**src/design/gwps_pkg.sv**
```systemverilog
// shared types and constants for the grid word path search unit
package gwps_pkg;

  // fixed field widths
  localparam int REQ_W   = 2;
  localparam int COORD_W = 4;
  localparam int CH_W    = 8;
  localparam int POS_W   = 5;
  localparam int LEN_W   = 6;
  localparam int DIR_W   = 3;

  // request codes
  localparam logic [REQ_W-1:0] REQ_GRID   = 2'd0;
  localparam logic [REQ_W-1:0] REQ_WORD   = 2'd1;
  localparam logic [REQ_W-1:0] REQ_START  = 2'd2;
  localparam logic [REQ_W-1:0] REQ_IGNORE = 2'd3;

  // direction code meaning all four neighbours have been tried
  localparam logic [DIR_W-1:0] DIR_END = 3'd4;

  // neighbour order: column-1, column+1, row+1, row-1
  localparam logic signed [1:0] STEP_ROW [4] = '{2'sd0, 2'sd0, 2'sd1, -2'sd1};
  localparam logic signed [1:0] STEP_COL [4] = '{-2'sd1, 2'sd1, 2'sd0, 2'sd0};

  // commands from controller to datapath
  typedef struct packed {
    logic ld_grid;
    logic ld_word;
    logic start;
    logic init;
    logic try_nb;
    logic push;
    logic pop;
    logic pop_load;
    logic fin;
    logic fin_val;
  } gwps_cmd_t;

  // status from datapath to controller
  typedef struct packed {
    logic trivial;
    logic bad;
    logic match;
    logic at_len;
    logic dir_done;
    logic nb_ok;
    logic last;
    logic out_free;
  } gwps_sts_t;

endpackage

```
**src/design/gwps_ctrl.sv**
```systemverilog
// search sequencer state machine for the grid word path search unit
module gwps_ctrl
  import gwps_pkg::*;
(
  input  logic             clk,
  input  logic             rst_n,
  input  logic             in_valid,
  input  logic [REQ_W-1:0] in_req_type,
  output logic             in_ready,
  input  gwps_sts_t        sts,
  output gwps_cmd_t        cmd
);

  typedef enum logic [5:0] {
    S_IDLE = 6'b000001,
    S_SCHK = 6'b000010,
    S_STEP = 6'b000100,
    S_CMP  = 6'b001000,
    S_POPW = 6'b010000,
    S_FIN  = 6'b100000
  } gwps_state_t;

  gwps_state_t state_r, state_nxt;
  logic        res_r, res_nxt;

  assign in_ready = (state_r == S_IDLE);

  // next state and command decode
  always_comb begin
    state_nxt = state_r;
    res_nxt   = res_r;
    cmd       = '0;
    case (state_r)
      S_IDLE: begin
        if (in_valid) begin
          case (in_req_type)
            REQ_GRID: cmd.ld_grid = 1'b1;
            REQ_WORD: cmd.ld_word = 1'b1;
            REQ_START: begin
              cmd.start = 1'b1;
              state_nxt = S_SCHK;
            end
            default: ;
          endcase
        end
      end
      S_SCHK: begin
        if (sts.trivial) begin
          res_nxt   = 1'b1;
          state_nxt = S_FIN;
        end else if (sts.bad || !sts.match) begin
          res_nxt   = 1'b0;
          state_nxt = S_FIN;
        end else begin
          cmd.init  = 1'b1;
          state_nxt = S_STEP;
        end
      end
      S_STEP: begin
        if (sts.at_len) begin
          res_nxt   = 1'b1;
          state_nxt = S_FIN;
        end else if (sts.dir_done) begin
          cmd.pop = 1'b1;
          if (sts.last) begin
            res_nxt   = 1'b0;
            state_nxt = S_FIN;
          end else begin
            state_nxt = S_POPW;
          end
        end else begin
          cmd.try_nb = 1'b1;
          if (sts.nb_ok) begin
            state_nxt = S_CMP;
          end
        end
      end
      S_CMP: begin
        if (sts.match) begin
          cmd.push = 1'b1;
        end
        state_nxt = S_STEP;
      end
      S_POPW: begin
        cmd.pop_load = 1'b1;
        state_nxt    = S_STEP;
      end
      S_FIN: begin
        cmd.fin     = 1'b1;
        cmd.fin_val = res_r;
        if (sts.out_free) begin
          state_nxt = S_IDLE;
        end
      end
      default: state_nxt = S_IDLE;
    endcase
  end

  // state registers
  always_ff @(posedge clk) begin
    if (!rst_n) begin
      state_r <= S_IDLE;
      res_r   <= 1'b0;
    end else begin
      state_r <= state_nxt;
      res_r   <= res_nxt;
    end
  end

endmodule

```
**src/design/gwps_dp.sv**
```systemverilog
// grid and word stores, visited marks, path stack and result register
module gwps_dp
  import gwps_pkg::*;
#(
  parameter int GRID_DIM = 5,
  parameter int MAX_WORD = 32
) (
  input  logic                      clk,
  input  logic                      rst_n,
  input  logic signed [COORD_W-1:0] in_row,
  input  logic signed [COORD_W-1:0] in_col,
  input  logic [CH_W-1:0]           in_ch,
  input  logic [POS_W-1:0]          in_char_pos,
  input  logic [LEN_W-1:0]          in_word_len,
  input  gwps_cmd_t                 cmd,
  output gwps_sts_t                 sts,
  input  logic                      out_ready,
  output logic                      out_valid,
  output logic                      out_found
);

  localparam int CELLS  = GRID_DIM * GRID_DIM;
  localparam int CELL_W = $clog2(CELLS);
  localparam int RC_W   = $clog2(GRID_DIM);
  localparam int WA_W   = (MAX_WORD > 1) ? $clog2(MAX_WORD) : 1;
  localparam int DEP_W  = $clog2(MAX_WORD + 1);
  localparam int ENT_W  = 2 * RC_W + DIR_W;
  localparam logic [CELL_W-1:0] GD_C = CELL_W'(GRID_DIM);

  // row-major cell index
  function automatic logic [CELL_W-1:0] cell_of(logic [RC_W-1:0] r, logic [RC_W-1:0] c);
    return CELL_W'(CELL_W'(r) * GD_C + CELL_W'(c));
  endfunction

  // signed coordinate lies on the grid
  function automatic logic coord_ok(logic signed [COORD_W-1:0] v);
    return ($unsigned(v) < COORD_W'(GRID_DIM));
  endfunction

  logic [CH_W-1:0]  grid_mem [CELLS];
  logic [CH_W-1:0]  word_mem [MAX_WORD];
  logic [ENT_W-1:0] stk_mem  [MAX_WORD];

  logic signed [COORD_W-1:0] srow_r, scol_r;
  logic [LEN_W-1:0]          len_r;
  logic                      on_r;
  logic [RC_W-1:0]           cur_row_r, cur_col_r, nb_row_r, nb_col_r;
  logic [DIR_W-1:0]          cur_dir_r;
  logic [DEP_W-1:0]          depth_r;
  logic [CELLS-1:0]          vis_r, vis_nxt;
  logic [CH_W-1:0]           grid_q_r, word_q_r;
  logic [ENT_W-1:0]          stk_q_r;
  logic                      out_valid_r, out_found_r;

  logic                      in_on;
  logic [CELL_W-1:0]         in_cell, start_cell, cur_cell, nb_cell, nb_cell_r, grid_ra;
  logic signed [RC_W+1:0]    nr, nc;
  logic                      nb_on, nb_vis;
  logic [DEP_W-1:0]          dm1, dm2;
  logic [WA_W-1:0]           word_ra;

  // addresses
  assign in_on      = coord_ok(in_row) && coord_ok(in_col);
  assign in_cell    = in_on ? cell_of(in_row[RC_W-1:0], in_col[RC_W-1:0]) : '0;
  assign start_cell = cell_of(srow_r[RC_W-1:0], scol_r[RC_W-1:0]);
  assign cur_cell   = cell_of(cur_row_r, cur_col_r);
  assign nb_cell_r  = cell_of(nb_row_r, nb_col_r);
  assign dm1        = depth_r - DEP_W'(1);
  assign dm2        = depth_r - DEP_W'(2);

  // neighbour in the current direction
  assign nr      = $signed({2'b00, cur_row_r}) + (RC_W+2)'(STEP_ROW[cur_dir_r[1:0]]);
  assign nc      = $signed({2'b00, cur_col_r}) + (RC_W+2)'(STEP_COL[cur_dir_r[1:0]]);
  assign nb_on   = ($unsigned(nr) < (RC_W+2)'(GRID_DIM)) &&
                   ($unsigned(nc) < (RC_W+2)'(GRID_DIM));
  assign nb_cell = nb_on ? cell_of(nr[RC_W-1:0], nc[RC_W-1:0]) : '0;
  assign nb_vis  = nb_on ? vis_r[nb_cell] : 1'b1;

  assign grid_ra = cmd.start ? in_cell : nb_cell;
  assign word_ra = cmd.start ? '0 : depth_r[WA_W-1:0];

  // status toward the controller
  always_comb begin
    sts          = '0;
    sts.trivial  = (len_r == '0);
    sts.bad      = (len_r > LEN_W'(MAX_WORD)) || (len_r > LEN_W'(CELLS)) || !on_r;
    sts.match    = (grid_q_r == word_q_r);
    sts.at_len   = (LEN_W'(depth_r) == len_r);
    sts.dir_done = (cur_dir_r == DIR_END);
    sts.nb_ok    = !nb_vis;
    sts.last     = (depth_r == DEP_W'(1));
    sts.out_free = !out_valid_r || out_ready;
  end

  // grid store: load write, search read
  always_ff @(posedge clk) begin
    if (cmd.ld_grid && in_on) begin
      grid_mem[in_cell] <= in_ch;
    end
    if (cmd.start || cmd.try_nb) begin
      grid_q_r <= grid_mem[grid_ra];
    end
  end

  // word store
  always_ff @(posedge clk) begin
    if (cmd.ld_word && (LEN_W'(in_char_pos) < LEN_W'(MAX_WORD))) begin
      word_mem[in_char_pos[WA_W-1:0]] <= in_ch;
    end
    if (cmd.start || cmd.try_nb) begin
      word_q_r <= word_mem[word_ra];
    end
  end

  // path stack below the top entry
  always_ff @(posedge clk) begin
    if (cmd.push) begin
      stk_mem[dm1[WA_W-1:0]] <= {cur_row_r, cur_col_r, cur_dir_r};
    end
    if (cmd.pop && !sts.last) begin
      stk_q_r <= stk_mem[dm2[WA_W-1:0]];
    end
  end

  // visited marks
  always_comb begin
    vis_nxt = vis_r;
    if (cmd.init) begin
      vis_nxt             = '0;
      vis_nxt[start_cell] = 1'b1;
    end else if (cmd.push) begin
      vis_nxt[nb_cell_r] = 1'b1;
    end else if (cmd.pop) begin
      vis_nxt[cur_cell] = 1'b0;
    end
  end

  // search control registers
  always_ff @(posedge clk) begin
    if (!rst_n) begin
      vis_r   <= '0;
      depth_r <= '0;
    end else begin
      vis_r <= vis_nxt;
      if (cmd.init) begin
        depth_r <= DEP_W'(1);
      end else if (cmd.push) begin
        depth_r <= depth_r + DEP_W'(1);
      end else if (cmd.pop) begin
        depth_r <= dm1;
      end
    end
  end

  // start item fields and top of path
  always_ff @(posedge clk) begin
    if (cmd.start) begin
      srow_r <= in_row;
      scol_r <= in_col;
      len_r  <= in_word_len;
      on_r   <= in_on;
    end
    if (cmd.init) begin
      cur_row_r <= srow_r[RC_W-1:0];
      cur_col_r <= scol_r[RC_W-1:0];
      cur_dir_r <= '0;
    end else if (cmd.try_nb) begin
      cur_dir_r <= cur_dir_r + DIR_W'(1);
      nb_row_r  <= nr[RC_W-1:0];
      nb_col_r  <= nc[RC_W-1:0];
    end else if (cmd.push) begin
      cur_row_r <= nb_row_r;
      cur_col_r <= nb_col_r;
      cur_dir_r <= '0;
    end else if (cmd.pop_load) begin
      {cur_row_r, cur_col_r, cur_dir_r} <= stk_q_r;
    end
  end

  // result register
  always_ff @(posedge clk) begin
    if (!rst_n) begin
      out_valid_r <= 1'b0;
    end else if (cmd.fin && sts.out_free) begin
      out_valid_r <= 1'b1;
    end else if (out_ready) begin
      out_valid_r <= 1'b0;
    end
    if (cmd.fin && sts.out_free) begin
      out_found_r <= cmd.fin_val;
    end
  end

  assign out_valid = out_valid_r;
  assign out_found = out_found_r;

endmodule

```
**src/design/grid_word_path_search_unit.sv**
```systemverilog
// top level of the grid word path search unit
//
//   channel | direction | ports                                            | moves
//   in_     | input     | in_valid/in_ready, req_type row col ch pos len  | load or start item
//   out_    | output    | out_valid/out_ready, out_found                   | one item per start
//
// a start that ends at once (empty word, too long, off the grid, first byte differs) goes
// to the result register without a search. a running search compares each on-grid,
// unvisited neighbour with the next word byte through the single grid read port,
// and backtracks once all four neighbours have been tried.
// reset is synchronous and clears control; grid and word bytes are undefined until loaded.
// the result waits in its own register; loads are taken while it waits, and a finished
// search holds in place until that register is free.
module grid_word_path_search_unit
  import gwps_pkg::*;
#(
  parameter int GRID_DIM = 5,
  parameter int MAX_WORD = 32
) (
  input  logic                      clk,
  input  logic                      rst_n,
  input  logic                      in_valid,
  output logic                      in_ready,
  input  logic [REQ_W-1:0]          in_req_type,
  input  logic signed [COORD_W-1:0] in_row,
  input  logic signed [COORD_W-1:0] in_col,
  input  logic [CH_W-1:0]           in_ch,
  input  logic [POS_W-1:0]          in_char_pos,
  input  logic [LEN_W-1:0]          in_word_len,
  output logic                      out_valid,
  input  logic                      out_ready,
  output logic                      out_found
);

  gwps_cmd_t cmd;
  gwps_sts_t sts;

  // sequencer
  gwps_ctrl u_ctrl (
    .clk         (clk),
    .rst_n       (rst_n),
    .in_valid    (in_valid),
    .in_req_type (in_req_type),
    .in_ready    (in_ready),
    .sts         (sts),
    .cmd         (cmd)
  );

  // stores and search datapath
  gwps_dp #(
    .GRID_DIM (GRID_DIM),
    .MAX_WORD (MAX_WORD)
  ) u_dp (
    .clk         (clk),
    .rst_n       (rst_n),
    .in_row      (in_row),
    .in_col      (in_col),
    .in_ch       (in_ch),
    .in_char_pos (in_char_pos),
    .in_word_len (in_word_len),
    .cmd         (cmd),
    .sts         (sts),
    .out_ready   (out_ready),
    .out_valid   (out_valid),
    .out_found   (out_found)
  );

endmodule

```
**config.mk**
```make
export PLATFORM = sky130hd
export DESIGN_NAME = grid_word_path_search_unit
export DESIGN_NICKNAME = d
export VERILOG_FILES = /design/src/design/gwps_pkg.sv /design/src/design/gwps_ctrl.sv /design/src/design/gwps_dp.sv /design/src/design/grid_word_path_search_unit.sv
export SDC_FILE = /design/constraint.sdc
export NUM_CORES = 1
export LEC_CHECK = 0
export BUFFER_PORTS_ARGS = -buffer_cell sky130_fd_sc_hd__buf_2
export CAP_MARGIN = 15
export CORE_MARGIN = 4
export CORE_UTILIZATION = 50
export CTS_BUF_LIST = sky130_fd_sc_hd__clkbuf_4
export CTS_CLUSTER_DIAMETER = 40
export DETAILED_ROUTE_END_ITERATION = 10
export PLACE_DENSITY = 0.64
export SYNTH_ARGS = -nofsm -noshare
export SYNTH_HDL_FRONTEND = slang
export SYNTH_HIERARCHICAL = 1
export SYNTH_SLANG_ARGS = --single-unit
export TNS_END_PERCENT = 50
```
**constraint.sdc**
```tcl
create_clock -name clk -period 5.8 [get_ports clk]
set_clock_uncertainty 0.05 [all_clocks]
set_input_delay 1.16 -clock clk [delete_from_list [all_inputs] [get_ports clk]]
set_output_delay 1.16 -clock clk [all_outputs]
set_load 0.01 [all_outputs]
```
==> impl_metrics.yaml <==
die:
  pin_count: 36
  core_area_sq_um: 70270
  die_h_um: 274.6
  rows: 97
  fp.dieW_um: 274.6
  dieArea_sq_um: 75380
  start_util_pct: 50.56
sta:
  min_period_over_period_pct: 93.57
  max_slew.worst_pin.slew_ns: 1.142
  setup_tns_ns: 0
  setup_viol: 0
  slew_headroom_pct: 23.88
  min_period_ns: 5.427
  rsz0062_at_grt: "false"
  drv_slew: 0
  fmax_mhz: 184.3
  setup_slack_ns: 0.3732
  hold_viol: 0
routing:
  wire_per_inst_um: 24.14
  vias_per_cell: 6.005
  first_pass_iters: 6
  drt_iter0_drc: 2132
  ant_nets: 0
  num_vias: 21191
  drc_errors: 0
  wl_um: 85200
synthesis:
  ys_types: 81
  synth_area_sq_um: 35530
  syn_nets: 2360
  synth_warnings: 6
  synth_seq_cells: 837
  synth.avg_cell_area_sq_um: 15.68
  synth_edf_count: 795
  syn_inst: 2266
  ys_seq_area_share_pct: 69.56
  yosys_most_used_dff: "edfxtp_1"
  synthArstFlopShare_pct: 0
critical_path:
  crit_path_end: "u_dp/grid_q_r[0]"
  worstPathMaxFanout: 35
  r2r_cells: 17
  worstSetupPathType: "flip-flop to flip-flop"
  startpoint_type: "flip-flop"
  r2r_start: "u_dp/cur_dir_r[1]"
  cp.required_ns: 6.51
  arrival_ns: 6.14
  startpoint: "u_dp/cur_dir_r[1]"
  endpoint_kind: "flip-flop"
  r2r_setup_slack_ns: 0.37
  timing.rr.end: "u_dp/grid_q_r[0]"
status:
  status: "complete, no violations"
place:
  dp_hpwl_um: 52440
  port_buffers: 35
  place.gp.congestion: 0.8557
  dp_slack_ns: 0.4751
grt:
  grt_max_degree: 74
  grt.overflow.total: 0
  antenna_found_initial: 3
  grt_usage_pct: 22.74
  grt_pass1_vias: 21198
  grt_pass1_wl_um: 128600
cts:
  cts_tree: "done"
  cts_buffers: 207
  path_clk_slew_ns: 0.07
  cts_root_buffer: "clkbuf_4"
  clk_latency_ns: 1.05
  h-tree-depth: 4
  cts.sinks: 837
  clockBufferDepth: 3
  cts-hold-fix-buffers: 0
  postCtsSetupRepairBufs: 0
  cts_resized: 0
finish:
  layout.nets: 2521
  drive_gt1_share_pct: 22.42
  fillers: 5542
  area_delta_synth_final_pct: 11.16
power_and_ir_drop:
  ir_drop_uv: 207.3
  power.density_nw_per_um2: 301.5
  p_leak_nw: 12.77
  design_power_total_w: 0.01191
worst_hold_path:
  min_path_type: "input pin to flip-flop"
job:
  cap_violations: 0
kinds of logic (layout without fill, tap and decap cells):
group / after synthesis / in the layout / synth area share, %
DFF: 837 / 837 / 69.56
and+or+nand+nor: 583 / 583 / 7.924
AOI/OAI and AO/OA: 390 / 390 / 7.452
muxes: 187 / 187 / 9.639
buffers and inverters: 159 / 476 / 1.916
adders and majority gates: 61 / 61 / 2.254
xor gates and xnor gates: 49 / 49 / 1.250
other: 0 / 6 / 0
worst max-delay path, stage by stage, from the launching register on:
cell and delay, ns:
dfxtp_1 0.33, buf_4 0.38, ha_1 0.30, ha_1 0.21, a21oi_1 0.06, xnor2_1 0.52, ha_1 0.34, ha_1 0.30
ha_1 0.30, a21o_1 0.18, a21oi_1 0.16, xor3_1 0.28, nor4_1 0.29, a21oi_2 0.05, buf_4 0.25, nor3_1 0.64
a21boi_0 0.39, nor4_2 0.09
cell usage in the layout (no fill, tap or decap), types with 37 or more instances in the layout:
cell      count
mux4_2      123
buf_4        41
o21ai_0      70
nor2_1      150
a21oi_1      98
edfxtp_1    795
clkbuf_4    298
nand2_1     192
ha_1         56
and2_1       37
clkinv_1     47
nand3_1      74
dfxtp_1      40
mux2i_1      53
how the worst min path moves through the flow:
stage,to,cells past startpoint,startpoint
global route,u_dp/len_r[5],1,in_word_len[5]
floorplan,u_dp/cur_dir_r[2],2,u_dp/stk_q_r[2]
detailed placement,u_dp/cur_dir_r[2],2,u_dp/stk_q_r[2]
global placement,u_dp/vis_r[15],2,u_dp/vis_r[15]
finish,u_dp/len_r[4],1,in_word_len[4]
CTS,u_dp/len_r[4],1,in_word_len[4]
per-layer routing:
layer  vias to the layer above  wire, um  GRT usage (%)
li1                       9405         -              -
met1                     10772     36620          32.39
met2                       881     40350          35.31
met3                       133      6242          4.806
met4                         0      1990          7.734
met5                         -         0              0
sequential cells by signal (all words and copies together), names as in the netlist, 3 cells and up:
signal	count
u_dp/stk_mem	288
u_dp/scol_r	3
u_dp/len_r	6
u_dp/word_q_r	8
u_dp/vis_r	25
u_ctrl/state_r	6
u_dp/stk_q_r	9
u_dp/srow_r	3
u_dp/grid_q_r	8
u_dp/depth_r	6
u_dp/cur_col_r	3
u_dp/cur_dir_r	3
u_dp/grid_mem	200
u_dp/word_mem	256
u_dp/nb_col_r	3
u_dp/nb_row_r	3
u_dp/cur_row_r	3
synthesized netlist by cell type (31+ instances only):
| cell type | count | area [sq um] |
|---|---|---|
| a211oi_1 | 36 | 270.3 |
| ha_1 | 56 | 700.7 |
| o21ai_0 | 70 | 350.3 |
| a221oi_1 | 34 | 297.8 |
| a21oi_1 | 99 | 495.5 |
| dfxtp_1 | 42 | 840.8 |
| mux2i_1 | 53 | 530.5 |
| mux4_2 | 123 | 2770 |
| xnor2_1 | 31 | 271.5 |
| nand2_1 | 192 | 720.7 |
| nor2_1 | 151 | 566.8 |
| clkbuf_1 | 81 | 304.0 |
| edfxtp_1 | 795 | 23870 |
| nand3_1 | 74 | 370.4 |
| and2_1 | 37 | 231.5 |
final cells by class:
| cell class | count | area [sq um] | share of cell area (%) |
|---|---|---|---|
| Sequential cell | 837 | 24720 | 62.60 |
| Multi-Input combinational cell | 1270 | 10200 | 25.83 |
| Clock buffer | 298 | 2237 | 5.665 |
| Tap cell | 940 | 1176 | 2.978 |
| Timing Repair Buffer | 82 | 618.1 | 1.565 |
| Clock inverter | 67 | 410.4 | 1.039 |
| Inverter | 29 | 110.1 | 0.2788 |
| Antenna cell | 6 | 15.01 | 0.03802 |
stage by stage:
stage               hold slack [ns]  cell area (sq um)  util, %  cells
global placement             0.4564              36710    52.24   3153
CTS                          0.1227              39420    56.10   3521
global route                 0.1554              39480    56.19   3526
floorplan                    0.4186              35530        -   2266
finish                       0.2320              39490    56.20   3529
detailed placement           0.4513              36770    52.33   3156
where the power goes:
part	internal, W	switching (W)	total [W]
registers	0.00660	0.0000193	0.00662
logic	0.000124	0.000298	0.000422
clock network	0.00251	0.00236	0.00487
Power figures use the tool's default switching activity.
